--- src/design/curtain_mode_and_key_controller_defines.svh ---
// ---------------------------------------------------------------------------
// curtain controller assertion macros
// shared property wrappers for the curtain controller checks
// ---------------------------------------------------------------------------
`ifndef CURTAIN_MODE_AND_KEY_CONTROLLER_DEFINES_SVH
`define CURTAIN_MODE_AND_KEY_CONTROLLER_DEFINES_SVH

// same-cycle implication, disabled during reset
`define CMKC_ASSERT_NOW(label, clk, rst_n, ante, cons) \
	label: assert property (@(posedge clk) disable iff (!rst_n) (ante) |-> (cons)) \
		else $error("cmkc same-cycle check failed");

// next-cycle implication, disabled during reset
`define CMKC_ASSERT_NEXT(label, clk, rst_n, ante, cons) \
	label: assert property (@(posedge clk) disable iff (!rst_n) (ante) |=> (cons)) \
		else $error("cmkc next-cycle check failed");

`endif

--- src/design/cmkc_pkg.sv ---
// ---------------------------------------------------------------------------
// cmkc_pkg
// types and constants shared by the curtain controller modules
// ---------------------------------------------------------------------------
package cmkc_pkg;

	localparam logic [7:0] FULL_ANGLE      = 8'd180;
	localparam logic [7:0] COUNT_MAX       = 8'd255;
	localparam logic [6:0] DARK_RESET      = 7'd35;
	localparam logic [6:0] RAIN_RESET      = 7'd80;
	localparam logic [7:0] LONG_RESET      = 8'd25;

	typedef enum logic [1:0] {
		FUNC_KEY    = 2'd0,
		FUNC_AUTO   = 2'd1,
		FUNC_MODE   = 2'd2,
		FUNC_TARGET = 2'd3
	} func_t;

	typedef enum logic [1:0] {
		KEY_NONE    = 2'd0,
		KEY_MODE    = 2'd1,
		KEY_CURTAIN = 2'd2,
		KEY_SPARE   = 2'd3
	} key_t;

	typedef enum logic [1:0] {
		MOVE_NONE  = 2'd0,
		MOVE_CLOSE = 2'd1,
		MOVE_OPEN  = 2'd2
	} move_t;

	typedef enum logic [1:0] {
		PRESS_NONE  = 2'd0,
		PRESS_SHORT = 2'd1,
		PRESS_LONG  = 2'd2
	} press_t;

	typedef enum logic [1:0] {
		REPORT_NONE  = 2'd0,
		REPORT_APP   = 2'd1,
		REPORT_CLOUD = 2'd2
	} report_t;

	typedef enum logic [1:0] {
		CFG_DARK = 2'd0,
		CFG_RAIN = 2'd1,
		CFG_LONG = 2'd2
	} cfg_idx_t;

	typedef struct packed {
		logic [6:0] dark_threshold;
		logic [6:0] rain_threshold;
		logic [7:0] long_press_ticks;
	} cfg_t;

	typedef struct packed {
		func_t      func;
		key_t       key_code;
		logic [6:0] light_level;
		logic [6:0] rain_level;
		logic [7:0] remote_value;
		logic       net_connected;
	} item_t;

	typedef struct packed {
		logic       manual_mode;
		logic [7:0] target_angle;
		logic [7:0] actual_angle;
		logic [7:0] press_count;
		key_t       held_key;
		report_t    pending_report;
	} state_t;

	typedef struct packed {
		move_t      motor_move;
		logic [7:0] motor_angle;
		logic       mode_now;
		logic [7:0] curtain_position;
		press_t     press_kind;
		key_t       press_key;
		report_t    report_kind;
		logic       save_request;
	} result_t;

endpackage

--- src/design/cmkc_step.sv ---
// ---------------------------------------------------------------------------
// cmkc_step
// next-state and result logic for one controller transaction
// ---------------------------------------------------------------------------
module cmkc_step (
	input  cmkc_pkg::item_t   item,
	input  cmkc_pkg::state_t  st,
	input  cmkc_pkg::cfg_t    cfg,
	output cmkc_pkg::state_t  st_nxt,
	output cmkc_pkg::result_t res
);

	logic [7:0] count_start;
	logic       is_dark;

	assign is_dark = (item.light_level < cfg.dark_threshold) ||
		(item.rain_level > cfg.rain_threshold);

	always_comb begin
		st_nxt      = st;
		res         = '0;
		count_start = st.press_count;
		case (item.func)
			cmkc_pkg::FUNC_KEY: begin
				if (item.key_code != cmkc_pkg::KEY_NONE) begin
					// first tick of a press latches the key and starts at one
					if (st.press_count == 8'd0) begin
						st_nxt.held_key = item.key_code;
						count_start     = 8'd1;
					end
					if ((count_start <= cfg.long_press_ticks) &&
						(count_start != cmkc_pkg::COUNT_MAX)) begin
						st_nxt.press_count = count_start + 8'd1;
					end else begin
						st_nxt.press_count = count_start;
					end
				end else if (st.press_count != 8'd0) begin
					res.press_key      = st.held_key;
					st_nxt.press_count = 8'd0;
					if (st.press_count < cfg.long_press_ticks) begin
						res.press_kind = cmkc_pkg::PRESS_SHORT;
						if (st.held_key == cmkc_pkg::KEY_MODE) begin
							st_nxt.manual_mode = ~st.manual_mode;
							res.save_request   = 1'b1;
						end else if ((st.held_key == cmkc_pkg::KEY_CURTAIN) &&
							st.manual_mode) begin
							if (st.target_angle == cmkc_pkg::FULL_ANGLE) begin
								res.motor_move      = cmkc_pkg::MOVE_CLOSE;
								st_nxt.target_angle = 8'd0;
								st_nxt.actual_angle = 8'd0;
							end else begin
								res.motor_move      = cmkc_pkg::MOVE_OPEN;
								st_nxt.target_angle = cmkc_pkg::FULL_ANGLE;
								st_nxt.actual_angle = cmkc_pkg::FULL_ANGLE;
							end
							res.motor_angle = cmkc_pkg::FULL_ANGLE;
						end
					end else begin
						res.press_kind = cmkc_pkg::PRESS_LONG;
						if (st.held_key == cmkc_pkg::KEY_MODE) begin
							st_nxt.pending_report = cmkc_pkg::REPORT_APP;
						end
					end
				end
			end
			cmkc_pkg::FUNC_AUTO: begin
				if (!st.manual_mode) begin
					if (is_dark) begin
						if (st.target_angle != 8'd0) begin
							st_nxt.target_angle = 8'd0;
							st_nxt.actual_angle = 8'd0;
							res.motor_move      = cmkc_pkg::MOVE_CLOSE;
							res.motor_angle     = cmkc_pkg::FULL_ANGLE;
						end
					end else if (st.target_angle != cmkc_pkg::FULL_ANGLE) begin
						st_nxt.target_angle = cmkc_pkg::FULL_ANGLE;
						st_nxt.actual_angle = cmkc_pkg::FULL_ANGLE;
						res.motor_move      = cmkc_pkg::MOVE_OPEN;
						res.motor_angle     = cmkc_pkg::FULL_ANGLE;
					end
				end else if (st.actual_angle != st.target_angle) begin
					if (st.target_angle > st.actual_angle) begin
						res.motor_move  = cmkc_pkg::MOVE_OPEN;
						res.motor_angle = st.target_angle - st.actual_angle;
					end else begin
						res.motor_move  = cmkc_pkg::MOVE_CLOSE;
						res.motor_angle = st.actual_angle - st.target_angle;
					end
					st_nxt.actual_angle = st.target_angle;
				end
				res.report_kind       = st.pending_report;
				st_nxt.pending_report = cmkc_pkg::REPORT_NONE;
			end
			cmkc_pkg::FUNC_MODE: begin
				st_nxt.manual_mode = (item.remote_value != 8'd0);
				if (item.net_connected && (st.pending_report == cmkc_pkg::REPORT_NONE)) begin
					st_nxt.pending_report = cmkc_pkg::REPORT_APP;
				end
				res.save_request = 1'b1;
			end
			cmkc_pkg::FUNC_TARGET: begin
				if (st.manual_mode) begin
					if (item.remote_value > cmkc_pkg::FULL_ANGLE) begin
						st_nxt.target_angle = cmkc_pkg::FULL_ANGLE;
					end else begin
						st_nxt.target_angle = item.remote_value;
					end
					if (item.net_connected &&
						(st.pending_report == cmkc_pkg::REPORT_NONE)) begin
						st_nxt.pending_report = cmkc_pkg::REPORT_APP;
					end
					res.save_request = 1'b1;
				end
			end
			default: begin
				st_nxt = st;
			end
		endcase
		res.mode_now         = st_nxt.manual_mode;
		res.curtain_position = st_nxt.target_angle;
	end

endmodule

--- src/design/curtain_mode_and_key_controller.sv ---
// ---------------------------------------------------------------------------
// curtain_mode_and_key_controller
// key timing, auto/manual mode and curtain motor command generation
// ---------------------------------------------------------------------------
// An accepted item is held in the input register, then passes through the step
// logic into the result register when the step fires; a stall on the result
// channel can hold it in the input register.
// A new transaction is taken every cycle as long as the result register is
// empty or being drained in the same cycle, so sustained throughput is one
// transaction per clock; it is set by the single state update per cycle that
// the step logic performs between the input and result registers. Exactly one
// result comes out per transaction, in order. Thresholds and the long-press
// length come from the write port and must only change while idle.

`include "curtain_mode_and_key_controller_defines.svh"

module curtain_mode_and_key_controller (
	input  logic       clk,
	input  logic       arst_n,
	// input channel
	input  logic       in_valid,
	output logic       in_ready,
	input  logic [1:0] func,
	input  logic [1:0] key_code,
	input  logic [6:0] light_level,
	input  logic [6:0] rain_level,
	input  logic [7:0] remote_value,
	input  logic       net_connected,
	// result channel
	output logic       out_valid,
	input  logic       out_ready,
	output logic [1:0] motor_move,
	output logic [7:0] motor_angle,
	output logic       mode_now,
	output logic [7:0] curtain_position,
	output logic [1:0] press_kind,
	output logic [1:0] press_key,
	output logic [1:0] report_kind,
	output logic       save_request,
	// configuration writes
	input  logic       cfg_we,
	input  logic [1:0] cfg_index,
	input  logic [7:0] cfg_wdata
);

	cmkc_pkg::cfg_t    cfg_q;
	cmkc_pkg::state_t  st_q;
	cmkc_pkg::state_t  st_nxt;
	cmkc_pkg::item_t   item_s1;
	cmkc_pkg::result_t res_nxt;
	cmkc_pkg::result_t res_q;
	logic              valid_s1;
	logic              out_valid_q;
	logic              fire;

	// step fires when an item is staged and the result slot is free or draining
	assign fire      = valid_s1 && (!out_valid_q || out_ready);
	assign in_ready  = !valid_s1 || fire;
	assign out_valid = out_valid_q;

	// configuration registers; unused index is ignored
	always_ff @(posedge clk or negedge arst_n) begin
		if (!arst_n) begin
			cfg_q.dark_threshold   <= cmkc_pkg::DARK_RESET;
			cfg_q.rain_threshold   <= cmkc_pkg::RAIN_RESET;
			cfg_q.long_press_ticks <= cmkc_pkg::LONG_RESET;
		end else if (cfg_we) begin
			case (cfg_index)
				cmkc_pkg::CFG_DARK: cfg_q.dark_threshold   <= cfg_wdata[6:0];
				cmkc_pkg::CFG_RAIN: cfg_q.rain_threshold   <= cfg_wdata[6:0];
				cmkc_pkg::CFG_LONG: cfg_q.long_press_ticks <= cfg_wdata;
				default: begin
				end
			endcase
		end
	end

	// input stage valid
	always_ff @(posedge clk or negedge arst_n) begin
		if (!arst_n) begin
			valid_s1 <= 1'b0;
		end else if (in_ready) begin
			valid_s1 <= in_valid;
		end
	end

	// input stage payload, no reset needed
	always_ff @(posedge clk) begin
		if (in_valid && in_ready) begin
			item_s1.func          <= cmkc_pkg::func_t'(func);
			item_s1.key_code      <= cmkc_pkg::key_t'(key_code);
			item_s1.light_level   <= light_level;
			item_s1.rain_level    <= rain_level;
			item_s1.remote_value  <= remote_value;
			item_s1.net_connected <= net_connected;
		end
	end

	cmkc_step u_step (
		.item   (item_s1),
		.st     (st_q),
		.cfg    (cfg_q),
		.st_nxt (st_nxt),
		.res    (res_nxt)
	);

	// controller state advances once per fired transaction
	always_ff @(posedge clk or negedge arst_n) begin
		if (!arst_n) begin
			st_q.manual_mode    <= 1'b0;
			st_q.target_angle   <= 8'd0;
			st_q.actual_angle   <= 8'd0;
			st_q.press_count    <= 8'd0;
			st_q.held_key       <= cmkc_pkg::KEY_NONE;
			st_q.pending_report <= cmkc_pkg::REPORT_NONE;
		end else if (fire) begin
			st_q <= st_nxt;
		end
	end

	// result register valid
	always_ff @(posedge clk or negedge arst_n) begin
		if (!arst_n) begin
			out_valid_q <= 1'b0;
		end else if (fire) begin
			out_valid_q <= 1'b1;
		end else if (out_ready) begin
			out_valid_q <= 1'b0;
		end
	end

	// result payload
	always_ff @(posedge clk) begin
		if (fire) begin
			res_q <= res_nxt;
		end
	end

	assign motor_move       = res_q.motor_move;
	assign motor_angle      = res_q.motor_angle;
	assign mode_now         = res_q.mode_now;
	assign curtain_position = res_q.curtain_position;
	assign press_kind       = res_q.press_kind;
	assign press_key        = res_q.press_key;
	assign report_kind      = res_q.report_kind;
	assign save_request     = res_q.save_request;

	// no motion means no angle
	`CMKC_ASSERT_NOW(a_idle_angle, clk, arst_n,
		out_valid_q && (res_q.motor_move == cmkc_pkg::MOVE_NONE), res_q.motor_angle == 8'd0)

	// target never leaves the travel range
	`CMKC_ASSERT_NOW(a_target_range, clk, arst_n, 1'b1, st_q.target_angle <= cmkc_pkg::FULL_ANGLE)

	// remote mode command sets the mode from the flag
	`CMKC_ASSERT_NEXT(a_remote_mode, clk, arst_n,
		fire && (item_s1.func == cmkc_pkg::FUNC_MODE),
		st_q.manual_mode == ($past(item_s1.remote_value) != 8'd0))

	// automation tick always clears the pending report
	`CMKC_ASSERT_NEXT(a_report_clear, clk, arst_n,
		fire && (item_s1.func == cmkc_pkg::FUNC_AUTO),
		st_q.pending_report == cmkc_pkg::REPORT_NONE)

endmodule
--- config.mk ---
export PLATFORM = sky130hd
export DESIGN_NAME = curtain_mode_and_key_controller
export DESIGN_NICKNAME = d
export VERILOG_FILES = /design/src/design/cmkc_pkg.sv /design/src/design/cmkc_step.sv /design/src/design/curtain_mode_and_key_controller.sv
export VERILOG_INCLUDE_DIRS = /design/src /design/src/design
export SDC_FILE = /design/constraint.sdc
export NUM_CORES = 1
export LEC_CHECK = 0
export BUFFER_PORTS_ARGS = -buffer_cell sky130_fd_sc_hd__clkbuf_2
export CAP_MARGIN = 20
export CORE_AREA = 10 10 112 114
export CTS_CLUSTER_DIAMETER = 30
export DETAILED_ROUTE_END_ITERATION = 8
export DIE_AREA = 0 0 122 124
export HOLD_SLACK_MARGIN = 0.03
export PLACE_DENSITY = 0.8
export SYNTH_ARGS = -nofsm -noshare
export SYNTH_HDL_FRONTEND = slang
export SYNTH_SLANG_ARGS = --single-unit
--- constraint.sdc ---
create_clock -name clk -period 3.17 [get_ports clk]
set_input_delay 0.4755 -clock clk [delete_from_list [all_inputs] [get_ports clk]]
set_output_delay 0.4755 -clock clk [all_outputs]
set_load 0.005 [all_outputs]
==> Word-level counts from Yosys, hierarchy flattened <==
Cells that the tools add are included.
Widths: inputs -> output; s select.
{ "op_classes": {"addsub": 3, "n_lt_le_gt_ge": 6, "n_eq_ne": 22, "muxes": 52, "bitwise": 3, "n_reduce_logical": 29} }
{ "op_table": {"columns": ["operator", "n"], "rows": [
  ["$mux 10", 10],
  ["$mux 16", 6],
  ["$mux 8", 10],
  ["$mux 17", 2],
  ["$mux 25", 1],
  ["$pmux 8 s3", 1],
  ["$reduce_bool 8->1", 3],
  ["$pmux 10 s2", 1],
  ["$mux 2", 8],
  ["$ne 8x8->1 const B", 2],
  ["$pmux 8 s2", 1],
  ["$sub 8x8->8", 2],
  ["$reduce_and 10->1", 1],
  ["$mux 9", 1],
  ["$add 8x1->8 const B", 1],
  ["$eq 2x2->1 const B", 4],
  ["$eq 8x8->1 const B", 1],
  ["$gt 8x8->1", 1],
  ["$gt 8x8->1 const B", 1],
  ["$le 8x8->1", 1],
  ["$logic_not 8->1", 1],
  ["$lt 8x8->1", 1],
  ["$mux 1", 8],
  ["$ne 2x1->1 const B", 4],
  ["22 further kinds", 43]
]} }
{ "word_totals": {"register_bits": 106, "input_bits": 42, "out_inout_bits": 28, "elab_cells": 140} }

==> Longest topological paths before layout <==
Gate-level depths: netlist of the first run.
{ "depth": {"depth_word": 8, "mapped_depth": 13, "mapped_depth_nobuf": 12} }

==> Hierarchy <==
From an unflattened synthesis of the first run, not the netlist that was laid out.
{ "unflattened": {"cells_unflattened": 568, "hier_area_um2": 6209.7} }
{ "modules_own_cells": {"columns": ["module", "n_inst", "cells_per_inst", "area_each_um2", "seq_area_each_um2"], "rows": [
  ["curtain_mode_and_key_controller", 1, 170, 3617.2, 2927.8],
  ["cmkc_step", 1, 398, 2592.5, 0.0]
]} }

==> Least setup slack after synthesis of the first run <==
Ideal clock, no wire load.
{ "synth_path": {"path_type": "register to register", "start": "reg cfg_q[3] in the netlist's numbering", "end": "reg st_q[5] in the netlist's numbering", "setup_time_ns": 0.099, "t_arrival_ns": 2.449, "required_time_ns": 3.071, "slack_ns": 0.622, "path_stages_with_launch": 12, "path_buffers": 1, "period_less_slack_ns": 2.548, "path_cell_list": "dfstp_2 -> inv_1 -> ha_1 -> and3_1 -> a221o_1 -> a221o_1 -> a32oi_2 -> and2_1 -> buf_4 -> and2b_1 -> nor2_1 -> a311oi_1"} }
{ "synth_via": {"elab_chain_len": 4} }
{ "synth_rtl": {"columns": ["element", "line_no", "text"], "rows": [
  ["start: declaration", "curtain_mode_and_key_controller.sv:46", "cmkc_pkg::cfg_t cfg_q;"],
  ["$le 8x8->1", "cmkc_step.sv:31", "if ((count_start <= cfg.long_press_ticks) &&"],
  ["$logic_and 1x1->1", "cmkc_step.sv:31", null],
  ["$mux 8", "cmkc_step.sv:31", null],
  ["$mux 8", "cmkc_step.sv:25", "if (item.key_code != cmkc_pkg::KEY_NONE) begin"],
  ["end signal: assignment", "curtain_mode_and_key_controller.sv:117", "st_q <= st_nxt;"],
  ["end: declaration", "curtain_mode_and_key_controller.sv:47", "cmkc_pkg::state_t st_q;"]
]} }
No other way between the ends.
A chain may end at the register's enable or synchronous reset.

==> Final worst setup path of the first run <==
{ "layout_path": {"start": "reg st_q[10] in the netlist's numbering", "end": "reg st_q[5] in the netlist's numbering"} }
{ "layout_via": {"elab_chain_len": 8, "word_cells_on_any_way": 13, "classes_between": "add/sub: 1; order compare: 1; eq/ne: 1; mux: 5; reduce/logical: 5"} }
{ "layout_rtl": {"columns": ["element", "line_no", "text"], "rows": [
  ["$logic_not 8->1", "cmkc_step.sv:27", "if (st.press_count == 8'd0) begin"],
  ["$mux 8", "cmkc_step.sv:27", null],
  ["$mux 8", "cmkc_step.sv:25", null],
  ["$mux 8", "cmkc_step.sv:23", "case (item.func)"],
  ["$le 8x8->1 / $ne 8x8->1 (equally long branches)", "cmkc_step.sv:31, cmkc_step.sv:32", null],
  ["$logic_and 1x1->1", "cmkc_step.sv:31", null],
  ["$mux 8", "cmkc_step.sv:31", null],
  ["$mux 8", "cmkc_step.sv:25", null]
]} }
Parallel ways exist; a longest one is shown, timed or not. The select of a mux whose other input is x is not followed.

==> flow_metrics.env, run 1 <==
export IMPL_cts_root_buf="clkbuf_8"
export IMPL_grt_max_degree=35
export IMPL_post_cts_setup_buffers=0
export IMPL_die_width_um=122
export IMPL_drt_iter0_markers=319
export IMPL_track_usage_pct=16.9
export IMPL_hold_buffers=0
export IMPL_synth_compound_area_share_pct=16.2
export IMPL_cts_buffers=9
export IMPL_routed_wl_um=12800
export IMPL_clk_latency_ns=0.37
export IMPL_die_y_um=124
export IMPL_synth_simple_area_share_pct=13.7
export IMPL_synth_seq_cells=104
export IMPL_setup_violations=0
export IMPL_cts_resized=0
export IMPL_synth_seq_area_share_pct=49.1
export IMPL_hpwlAfterDp_um=9870
export IMPL_avgSynthCellArea_um2=10.7
export IMPL_portBuffers=68
export IMPL_fin_util_pct=62.9
export IMPL_synth_fa_ha_area_share_pct=9.46
export IMPL_p_leak_nw=2.90
export IMPL_grt_pass1_vias=4303
export IMPL_synth_distinct_cells=76
export IMPL_synth_ff_type="edfxtp_1"
export IMPL_worst_pin_slew_ns=0.738
export IMPL_io_pins=70
export IMPL_core_um2=10200
export IMPL_area_delta_synth_final_pct=10.1
export IMPL_hold_viol=0
export IMPL_antenna_found_initial=0
export IMPL_synth_enable_flop_cells=52
export IMPL_powerDensity_nw_per_um2=692
export IMPL_path_clk_slew_ns=0.10
export IMPL_period_share_pct=89.6
export IMPL_worstPathArrival_ns=3.12
export IMPL_drive_gt1_share_pct=22.9
export IMPL_endpoint_kind="register"
export IMPL_maxSlewViolCount=0
export IMPL_ys_top_cells_by_area="edfxtp_1 (27%), dfrtp_1 (19%), ha_1 (8.8%), dfstp_2 (3.6%), mux2_2 (3.5%)"
export IMPL_cts_tree="built"
export IMPL_syn_area_um2=5850
export IMPL_overflow=0
export IMPL_holdWs_ns=0.0714
export IMPL_drv_cap=0
export IMPL_ys_warnings_count=0
export IMPL_start_kind="register"
export IMPL_rsz0062_at_grt="no"
export IMPL_fin_nets=692
export IMPL_min_path_type="primary input to asynchronous set/reset pin"
export IMPL_fmax_ghz=0.352
export IMPL_synth_xor_area_share_pct=1.65
export IMPL_diodes=0
export IMPL_fin_crit_ns=2.84
export IMPL_dr_pass1_iters=5
export IMPL_die_area_um2=15100
export IMPL_std_cell_rows=37
export IMPL_synth_top_cell_area_share_pct=26.7
export IMPL_vias_per_cell=5.86
export IMPL_clock_path_buffers=2
export IMPL_initial_core_util_pct=57.1
export IMPL_worst_endpoint_required_ns=3.45
export IMPL_synth_top_family_by_area="compound AO/OA/AOI/OAI gates"
export IMPL_ir_drop_mv=0.321
export IMPL_drc=0
export IMPL_yosysTopAreaCell="edfxtp_1"
export IMPL_fin_tns_setup_ns=0
export IMPL_async_flop_share_pct=50.0
export IMPL_maxSlewHeadroom_pct=50.8
export IMPL_muxShareOfSynthArea_pct=4.15
export IMPL_cts_max_level=3
export IMPL_clock_sinks=104
export IMPL_wl_per_cell_um=17.1
export IMPL_gp_congestion=0.936
export IMPL_netlist_instances=545
export IMPL_clock_skew_ns=0.0149
export IMPL_route_vias_total=4385
export IMPL_path_class="register to register"
export IMPL_grt_pass1_wl_um=20800
export IMPL_crit_fanout=8
export IMPL_run_status="finished clean"
export IMPL_syn_nets=630
export IMPL_ant_nets=0
[synth_stat cells, drive strengths merged, types with 4 or more instances]
| cell | n |
|---|---|
| ha | 41 |
| a21oi | 34 |
| inv | 48 |
| nand2b | 10 |
| nor3 | 9 |
| dfstp | 8 |
| nand2 | 54 |
| a21o | 9 |
| a22oi | 5 |
| and2 | 7 |
| dfrtp | 44 |
| a31oi | 8 |
| nand3b | 4 |
| nor2 | 30 |
| clkbuf | 16 |
| nor2b | 4 |
| o211ai | 4 |
| a22o | 5 |
| nand4 | 7 |
| nand3 | 8 |
| edfxtp | 52 |
| xor2 | 8 |
| mux2i | 4 |
| o21ai | 34 |
| and3 | 8 |
| mux2 | 18 |
| buf | 7 |
[cell type report]
class                      instances  area (µm²)
inverter                          48         180
multi-input combinational        370        2640
fill                             810        3790
clock inverter                     7        62.6
clock buffer                       9         124
sequential                       104        2870
timing repair buffer              74         385
tap                              136         170
[layout by cell type (no fill, tap or decap), drive strengths merged, types with 18 or more instances in the layout]
cell type,instances
clkbuf,77
a21oi,34
nand2,54
ha,41
inv,51
mux2,18
nor2,30
o21ai,34
edfxtp,52
dfrtp,44
[layer usage]
metal / up-vias / global-route usage [%] / wire (µm)
met4: 0 / 4.92 / 206
met2: 160 / 27.9 / 6170
met1: 2110 / 21.5 / 5460
met3: 21 / 4.34 / 982
met5: - / 0 / 0
li1: 2094 / - / -
[path summary, 6_finish.rpt]
check / from / endpoint / slack, ns / cells after the start
worst max-delay path: st_q[10]$_DFFE_PN0P_ / st_q[5]$_DFFE_PN0P_ / 0.33 / 12
worst min-delay path: arst_n / cfg_q[7]$_DFFE_PN0P_ / 0.07 / 1
worst max register to register: st_q[10]$_DFFE_PN0P_ / st_q[5]$_DFFE_PN0P_ / 0.33 / 12
worst min register to register: cfg_q[2]$_DFFE_PN0P_ / cfg_q[2]$_DFFE_PN0P_ / 0.51 / 1
max in group asynchronous: arst_n / cfg_q[3]$_DFFE_PN1P_ / 2.22 / 2
min in group clk: key_code[0] / item_s1[23]$_DFFE_PP_ / 0.27 / 1
[metrics by stage]
stage	worst slack, ns	instances	area [µm²]	power [W]
floorplan	0.622	545	5850	0.00322
global placement	0.442	732	6250	0.00360
detailed placement	0.339	732	6250	0.00367
CTS	0.311	748	6440	0.00445
global route	0.0917	748	6440	0.00476
finish	0.330	748	6440	0.00445
[flip-flops by register name, indices dropped and copies added, names as in the netlist]
register and flops:
valid_s1 1, curtain_position 8, save_request 1, mode_now 1, report_kind 1, press_kind 2
cfg_q 22, out_valid 1, motor_angle 8, press_key 2, item_s1 27, st_q 28
motor_move 2
[power breakdown]
group	internal (W)	leakage [nW]	switching, W
Combinational	0.000776	1.68	0.000974
Sequential	0.00170	1.13	0.000211
Clock	0.000301	0.0859	0.000487
[logic make-up (layout without fill, tap and decap cells)]
group | Yosys count | after routing
adder cells (fa/ha/maj) | 43 | 43
AO/OA/AOI/OAI | 139 | 139
AND/OR/NAND/NOR | 154 | 154
XOR/XNOR | 11 | 11
other | 1 | 1
multiplexers | 22 | 22
flip-flops | 104 | 104
buffers and inverters | 71 | 138
[worst max-delay path, cell delays in order, from the launching register on]
cell and delay [ns]:
dfrtp_1 0.48, or4_4 0.19, nor2_4 0.05, nor2_1 0.17
ha_1 0.18, inv_1 0.04, a221o_1 0.31, a221o_1 0.35
a32oi_2 0.23, and2_1 0.32, and2b_1 0.17, nor2_1 0.04
a311oi_1 0.23
No activity file was read; power rests on OpenSTA's default activity.
==> inputs of run 2 (changes only) <==
--- a/config.mk
+++ b/config.mk
@@ -6,12 +6,13 @@
 export SDC_FILE = /design/constraint.sdc
 export NUM_CORES = 1
 export LEC_CHECK = 0
+export ABC_AREA = 1
 export BUFFER_PORTS_ARGS = -buffer_cell sky130_fd_sc_hd__clkbuf_2
 export CAP_MARGIN = 20
-export CORE_AREA = 10 10 112 114
+export CORE_AREA = 10 10 115 117
 export CTS_CLUSTER_DIAMETER = 30
 export DETAILED_ROUTE_END_ITERATION = 8
-export DIE_AREA = 0 0 122 124
+export DIE_AREA = 0 0 125 127
 export HOLD_SLACK_MARGIN = 0.03
 export PLACE_DENSITY = 0.8
 export SYNTH_ARGS = -nofsm -noshare
==> constraint.sdc (replaced) <==
create_clock -name clk -period 2.8 [get_ports clk]
set_input_delay 0.28 -clock clk [delete_from_list [all_inputs] [get_ports clk]]
set_output_delay 0.28 -clock clk [all_outputs]
set_load 0.005 [all_outputs]
==> run 2 against run 1 <==
Against the previous run:
- die area grew 4.9%
- hold slack gained 0.023 ns
- register-to-register slack gained 0.05 ns
- synthesized area grew 6.5%
- via count grew 19%
- clock skew shrank 0.0077 ns
- flip-flop and latch count is the same
- critical path depth grew 3
- total power grew 42%
- clock-buffer cell count grew 2
- first-iteration DRC count grew 10%
- fmax grew 17%
- highest routed layer unchanged
==> flow_metrics.env, run 2 <==
export IMPL_wl_per_cell_um=15.5
export IMPL_worst_pin_slew_ns=0.502
export IMPL_ant_nets=0
export IMPL_cts_root_buf="clkbuf_16"
export IMPL_route_vias_total=5209
export IMPL_fmax_ghz=0.413
export IMPL_endpoint_kind="register"
export IMPL_synth_ff_type="edfxtp_1"
export IMPL_ys_top_cells_by_area="edfxtp_1 (25%), dfrtp_1 (18%), nand2_1 (14%), ha_1 (8.2%), inv_1 (6.1%)"
export IMPL_initial_core_util_pct=55.9
export IMPL_portBuffers=68
export IMPL_maxSlewViolCount=0
export IMPL_worst_path_max_delay_cell="dfrtp_1"
export IMPL_crit_fanout=10
export IMPL_avgSynthCellArea_um2=8.37
export IMPL_cts_buffers=9
export IMPL_period_share_pct=86.5
export IMPL_layout_cells_most_common="nand2_1"
export IMPL_worst_endpoint_required_ns=3.05
export IMPL_std_cell_rows=39
export IMPL_holdWs_ns=0.0944
export IMPL_die_y_um=127
export IMPL_reg_top3="st_q x28, item_s1 x27, cfg_q x22"
export IMPL_cts_max_level=3
export IMPL_clock_path_buffers=2
export IMPL_grt_pass1_vias=5174
export IMPL_worstHoldEndpoint="item_s1[23]$_DFFE_PP_"
export IMPL_async_flop_share_pct=50.0
export IMPL_synth_seq_area_share_pct=46.2
export IMPL_synth_distinct_cells=47
export IMPL_start_kind="register"
export IMPL_drv_cap=0
export IMPL_syn_nets=829
export IMPL_path_clk_slew_ns=0.07
export IMPL_worstPathArrival_ns=2.68
export IMPL_area_delta_synth_final_pct=12.9
export IMPL_fin_tns_setup_ns=0
export IMPL_path_class="register to register"
export IMPL_drc=0
export IMPL_drt_iter0_markers=351
export IMPL_clk_latency_ns=0.36
export IMPL_run_status="finished clean"
export IMPL_core_um2=11100
export IMPL_fill_cells=964
export IMPL_io_pins=70
export IMPL_overflow=0
export IMPL_hpwlAfterDp_um=11700
export IMPL_synth_enable_flop_cells=52
export IMPL_drive_gt1_share_pct=16.9
export IMPL_powerDensity_nw_per_um2=899
export IMPL_fin_nets=903
export IMPL_dr_pass1_iters=5
export IMPL_synth_seq_cells=104
export IMPL_rsz0062_at_grt="no"
export IMPL_gp_congestion=0.978
export IMPL_fin_crit_ns=2.42
export IMPL_setup_violations=0
export IMPL_netlist_instances=744
export IMPL_syn_area_um2=6220
export IMPL_min_path_type="primary input to register"
export IMPL_p_leak_nw=3.59
export IMPL_maxSlewHeadroom_pct=66.4
export IMPL_antenna_found_initial=0
export IMPL_grt_max_degree=33
export IMPL_clock_skew_ns=0.00715
export IMPL_largest_reg_flops=28
export IMPL_synth_top_cell_area_share_pct=25.1
export IMPL_slowest_delay_ns=0.48
export IMPL_track_usage_pct=18.9
export IMPL_rrSetupSlack_ns=0.38
export IMPL_ys_warnings_count=0
export IMPL_path_cells="inv_1 > nand3_2 > nor2_4 > nor2_1 > ha_1 > inv_1 > a21oi_1 > o21ai_0 > nand2_1 > o211ai_1 > nand2_2 > a21oi_1 > nor2_1 > nand2_1 > nand2_1"
export IMPL_routed_wl_um=15000
export IMPL_hold_viol=0
export IMPL_yosysTopAreaCell="edfxtp_1"
export IMPL_hold_buffers=1
export IMPL_diodes=0
export IMPL_ir_drop_mv=0.459
export IMPL_cts_tree="built"
export IMPL_fin_util_pct=63.2
export IMPL_crit_path_frequent_cell="nand2_1"
export IMPL_post_cts_setup_buffers=0
export IMPL_min_from="key_code[0]"
export IMPL_cts_resized=0
export IMPL_holdPathStages=1
export IMPL_r2r_end="st_q[11]$_DFFE_PN0P_"
export IMPL_synth_commonest_cells="nand2_1 (229), inv_1 (101), edfxtp_1 (52)"
export IMPL_final_cell_mix="nand2_1 (229), inv_1 (101), clkbuf_2 (68)"
export IMPL_die_width_um=125
export IMPL_synth_most_common_cell="nand2_1"
export IMPL_grt_pass1_wl_um=25200
export IMPL_clock_sinks=104
export IMPL_vias_per_cell=5.39
export IMPL_rr_worst_depth=15
export IMPL_regMostFlops="st_q"
export IMPL_rr_startpoint="st_q[8]$_DFFE_PN0P_"
export IMPL_die_area_um2=15900
## run 2: cells by family (layout without fill, tap and decap cells)
kind of cell             after synthesis  count (layout)  share of synthesized area, %
AO/OA/AOI/OAI                         91              91                          8.66
XOR/XNOR                               9               9                          1.27
adder cells (fa/ha/maj)               43              43                          8.88
buffers and inverters                125             204                          7.86
flip-flops                           104             104                          46.2
other                                  1               1                        0.0602
AND/OR/NAND/NOR                      371             371                          27.1
## run 2: how the worst max path moves through the flow
stage                                     from                       end  slack [ns]
after floorplan           st_q[11]$_DFFE_PN0P_      st_q[11]$_DFFE_PN0P_        0.70
after global placement    st_q[20]$_DFFE_PN0P_  motor_angle[2]$_DFFE_PP_        0.40
after detailed placement  st_q[11]$_DFFE_PN0P_      st_q[11]$_DFFE_PN0P_        0.42
after CTS                 st_q[11]$_DFFE_PN0P_      st_q[11]$_DFFE_PN0P_        0.40
after global routing      st_q[11]$_DFFE_PN0P_      st_q[11]$_DFFE_PN0P_        0.16
final                      st_q[8]$_DFFE_PN0P_      st_q[11]$_DFFE_PN0P_        0.38
## run 2: metrics by stage
| stage | instance area [µm²] | total power, W | setup WS, ns | std cells |
|---|---|---|---|---|
| floorplan | 6220 | 0.00431 | 0.695 | 744 |
| global placement | 6730 | 0.00501 | 0.402 | 949 |
| detailed placement | 6730 | 0.00506 | 0.425 | 949 |
| CTS | 7030 | 0.00632 | 0.399 | 966 |
| global route | 7030 | 0.00682 | 0.164 | 966 |
| finish | 7030 | 0.00632 | 0.378 | 966 |
## run 2: layout make-up
class                      count  area [µm²]  area share, %
multi-input combinational    515        2860           40.7
timing repair buffer          76         403           5.73
inverter                     112         423           6.02
clock inverter                 5        36.3          0.516
clock buffer                  11         254           3.61
tap                          143         179           2.54
sequential                   104        2870           40.9
## run 2: per-layer routing
layer  GRT usage (%)  share of wire (%)  vias to the layer above
li1                -                  -                     2579
met1            24.0                 44                     2426
met2            31.3                 48                      177
met3            4.05                6.5                       27
met4            6.91                1.9                        0
met5               0                  0                        -
## run 2: worst max-delay path, delay by kind of cell (launching register included)
family	cells	cell delay (ns)
fa+ha+maj	1	0.20
compound gates	4	0.47
buf+inv	2	0.20
flops	1	0.48
simple gates	8	0.94
## run 2: power breakdown
part / total, W / internal [W] / leakage (nW) / switching, W
clock: 0.00125 / 0.000665 / 0.146 / 0.000584
combinational: 0.00287 / 0.00102 / 2.28 / 0.00185
sequential: 0.00220 / 0.00194 / 1.16 / 0.000259
==> inputs of run 3 (changes only) <==
--- a/config.mk
+++ b/config.mk
@@ -13,7 +13,6 @@
 export CTS_CLUSTER_DIAMETER = 30
 export DETAILED_ROUTE_END_ITERATION = 8
 export DIE_AREA = 0 0 125 127
-export HOLD_SLACK_MARGIN = 0.03
 export PLACE_DENSITY = 0.8
 export SYNTH_ARGS = -nofsm -noshare
 export SYNTH_HDL_FRONTEND = slang
==> constraint.sdc (replaced) <==
create_clock -name clk -period 3.13 [get_ports clk]
set_input_delay 0.313 -clock clk [delete_from_list [all_inputs] [get_ports clk]]
set_output_delay 0.313 -clock clk [all_outputs]
set_load 0.005 [all_outputs]
==> run 3 against run 2 <==
Against the previous run:
- die area unchanged
- setup slack better by 0.17 ns
- final cell count down 0.31%
- via count up 0.38%
- highest routed layer unchanged
==> flow_metrics.env, run 3 (synthesis gave the netlist of run 2 again) <==
export IMPL_run_status="finished clean"
export IMPL_largest_reg_flops=28
export IMPL_hold_viol=0
export IMPL_grt_pass1_vias=5121
export IMPL_grt_pass1_wl_um=25100
export IMPL_rrSetupSlack_ns=0.54
export IMPL_path_cells="nor2_1 > nand3_2 > nor2_4 > nor2_1 > ha_1 > inv_1 > a21oi_1 > o21ai_0 > nand2_1 > o211ai_1 > nand2_2 > nand2_4 > nand2_1 > nand4_1 > nand2_1"
export IMPL_min_from="key_code[0]"
export IMPL_clock_path_buffers=2
export IMPL_cts_buffers=9
export IMPL_gp_congestion=0.941
export IMPL_worst_endpoint_required_ns=3.37
export IMPL_cts_max_level=3
export IMPL_path_clk_slew_ns=0.07
export IMPL_p_leak_nw=3.59
export IMPL_std_cell_rows=39
export IMPL_path_class="register to register"
export IMPL_fin_util_pct=63.3
export IMPL_worst_pin_slew_ns=1.01
export IMPL_area_delta_synth_final_pct=13.2
export IMPL_initial_core_util_pct=55.9
export IMPL_maxSlewViolCount=0
export IMPL_worst_path_max_delay_cell="dfrtp_1"
export IMPL_drive_gt1_share_pct=16.6
export IMPL_period_share_pct=82.6
export IMPL_overflow=0
export IMPL_portBuffers=68
export IMPL_worstPathArrival_ns=2.83
export IMPL_fin_tns_setup_ns=0
export IMPL_post_cts_setup_buffers=0
export IMPL_io_pins=70
export IMPL_rr_worst_depth=15
export IMPL_endpoint_kind="register"
export IMPL_antenna_found_initial=0
export IMPL_crit_path_frequent_cell="nand2_1"
export IMPL_routed_wl_um=15000
export IMPL_worstHoldEndpoint="item_s1[23]$_DFFE_PP_"
export IMPL_slowest_delay_ns=0.48
export IMPL_wl_per_cell_um=15.6
export IMPL_dr_pass1_iters=7
export IMPL_die_y_um=127
export IMPL_clk_latency_ns=0.35
export IMPL_maxSlewHeadroom_pct=32.8
export IMPL_drc=0
export IMPL_final_cell_mix="nand2_1 (229), inv_1 (101), clkbuf_2 (68)"
export IMPL_die_width_um=125
export IMPL_reg_top3="st_q x28, item_s1 x27, cfg_q x22"
export IMPL_vias_per_cell=5.43
export IMPL_path_delay_family="simple AND/OR/NAND/NOR gates"
export IMPL_fin_crit_ns=2.59
export IMPL_hold_buffers=1
export IMPL_start_kind="register"
export IMPL_total_power_w=0.00578
export IMPL_clock_sinks=104
export IMPL_clock_skew_ns=0.0120
export IMPL_crit_fanout=10
export IMPL_core_um2=11100
export IMPL_cts_root_buf="clkbuf_16"
export IMPL_regMostFlops="st_q"
export IMPL_cts_resized=0
export IMPL_route_vias_total=5229
export IMPL_fin_nets=900
export IMPL_rsz0062_at_grt="no"
export IMPL_min_path_type="primary input to register"
export IMPL_layout_cells_most_common="nand2_1"
export IMPL_diodes=0
export IMPL_die_area_um2=15900
export IMPL_powerDensity_nw_per_um2=821
export IMPL_setup_violations=0
export IMPL_cts_tree="built"
export IMPL_r2r_end="st_q[9]$_DFFE_PN0P_"
export IMPL_drt_iter0_markers=446
export IMPL_hpwlAfterDp_um=11700
export IMPL_rr_startpoint="st_q[11]$_DFFE_PN0P_"
export IMPL_grt_max_degree=32
export IMPL_ant_nets=0
export IMPL_fmax_ghz=0.387
export IMPL_drv_cap=0
export IMPL_holdPathStages=1
export IMPL_track_usage_pct=18.9
export IMPL_ir_drop_mv=0.409
export IMPL_path_buf_inv=1
## run 3: changes by cell type in the layout (fill, tap and decap cells not counted)
| cell | change |
|---|---|
| inv_6 | -2 |
| inv_8 | +2 |
| clkinv_4 | +1 |
| buf_4 | -3 |
| clkbuf_16 | -1 |
| clkinv_2 | -2 |
| bufinv_16 | +2 |
## run 3: worst reg2reg max path: stages, from the launching register on
cell      delay, ns
dfrtp_1        0.48
nor2_1         0.17
nand3_2        0.10
nor2_4         0.26
nor2_1         0.16
ha_1           0.20
inv_1          0.05
a21oi_1        0.05
o21ai_0        0.21
nand2_1        0.09
o211ai_1       0.13
nand2_2        0.21
nand2_4        0.14
nand2_1        0.08
nand4_1        0.09
nand2_1        0.06
## run 3: per-layer routing
layer	GRT usage (%)	vias up	wire (µm)
li1	-	2567	-
met2	31.1	223	7100
met3	4.14	25	1090
met5	0	-	0
met1	24.2	2414	6500
met4	6.44	0	310
## run 3: where the power goes
part,internal [W],switching (W)
Sequential,0.00173,0.000234
Combinational,0.000902,0.00166
Clock,0.000718,0.000534
Total,0.00335,0.00243
## run 3: cell type report
| class | count | area, µm² |
|---|---|---|
| clock buffers | 10 | 229 |
| clock inverters | 6 | 100 |
| multi-input cells | 515 | 2860 |
| repair buffers | 73 | 380 |
| fillers | 902 | 4080 |
| flip-flops and latches | 104 | 2870 |
| well taps | 143 | 179 |
| inverters | 112 | 423 |
## run 3: worst max-delay path by stage
stage	slack, ns	cells after the start	endpoint	startpoint
2_1_floorplan	1.03	15	st_q[11]$_DFFE_PN0P_	st_q[11]$_DFFE_PN0P_
3_3_place_gp	0.69	14	motor_angle[2]$_DFFE_PP_	st_q[20]$_DFFE_PN0P_
3_5_place_dp	0.61	15	st_q[11]$_DFFE_PN0P_	st_q[11]$_DFFE_PN0P_
4_1_cts	0.55	15	st_q[9]$_DFFE_PN0P_	st_q[11]$_DFFE_PN0P_
5_1_grt	0.35	15	st_q[11]$_DFFE_PN0P_	st_q[11]$_DFFE_PN0P_
6_report	0.54	15	st_q[9]$_DFFE_PN0P_	st_q[11]$_DFFE_PN0P_
## run 3: stage by stage
step / hold slack (ns) / std cells / setup WS (ns) / cell area, µm²
6_report: 0.134 / 963 / 0.543 / 7050
5_1_grt: 0.127 / 963 / 0.352 / 7050
4_1_cts: 0.132 / 963 / 0.545 / 7050
3_5_place_dp: 0.340 / 946 / 0.613 / 6710
3_3_place_gp: 0.331 / 946 / 0.693 / 6710
2_1_floorplan: 0.0174 / 744 / 1.03 / 6220
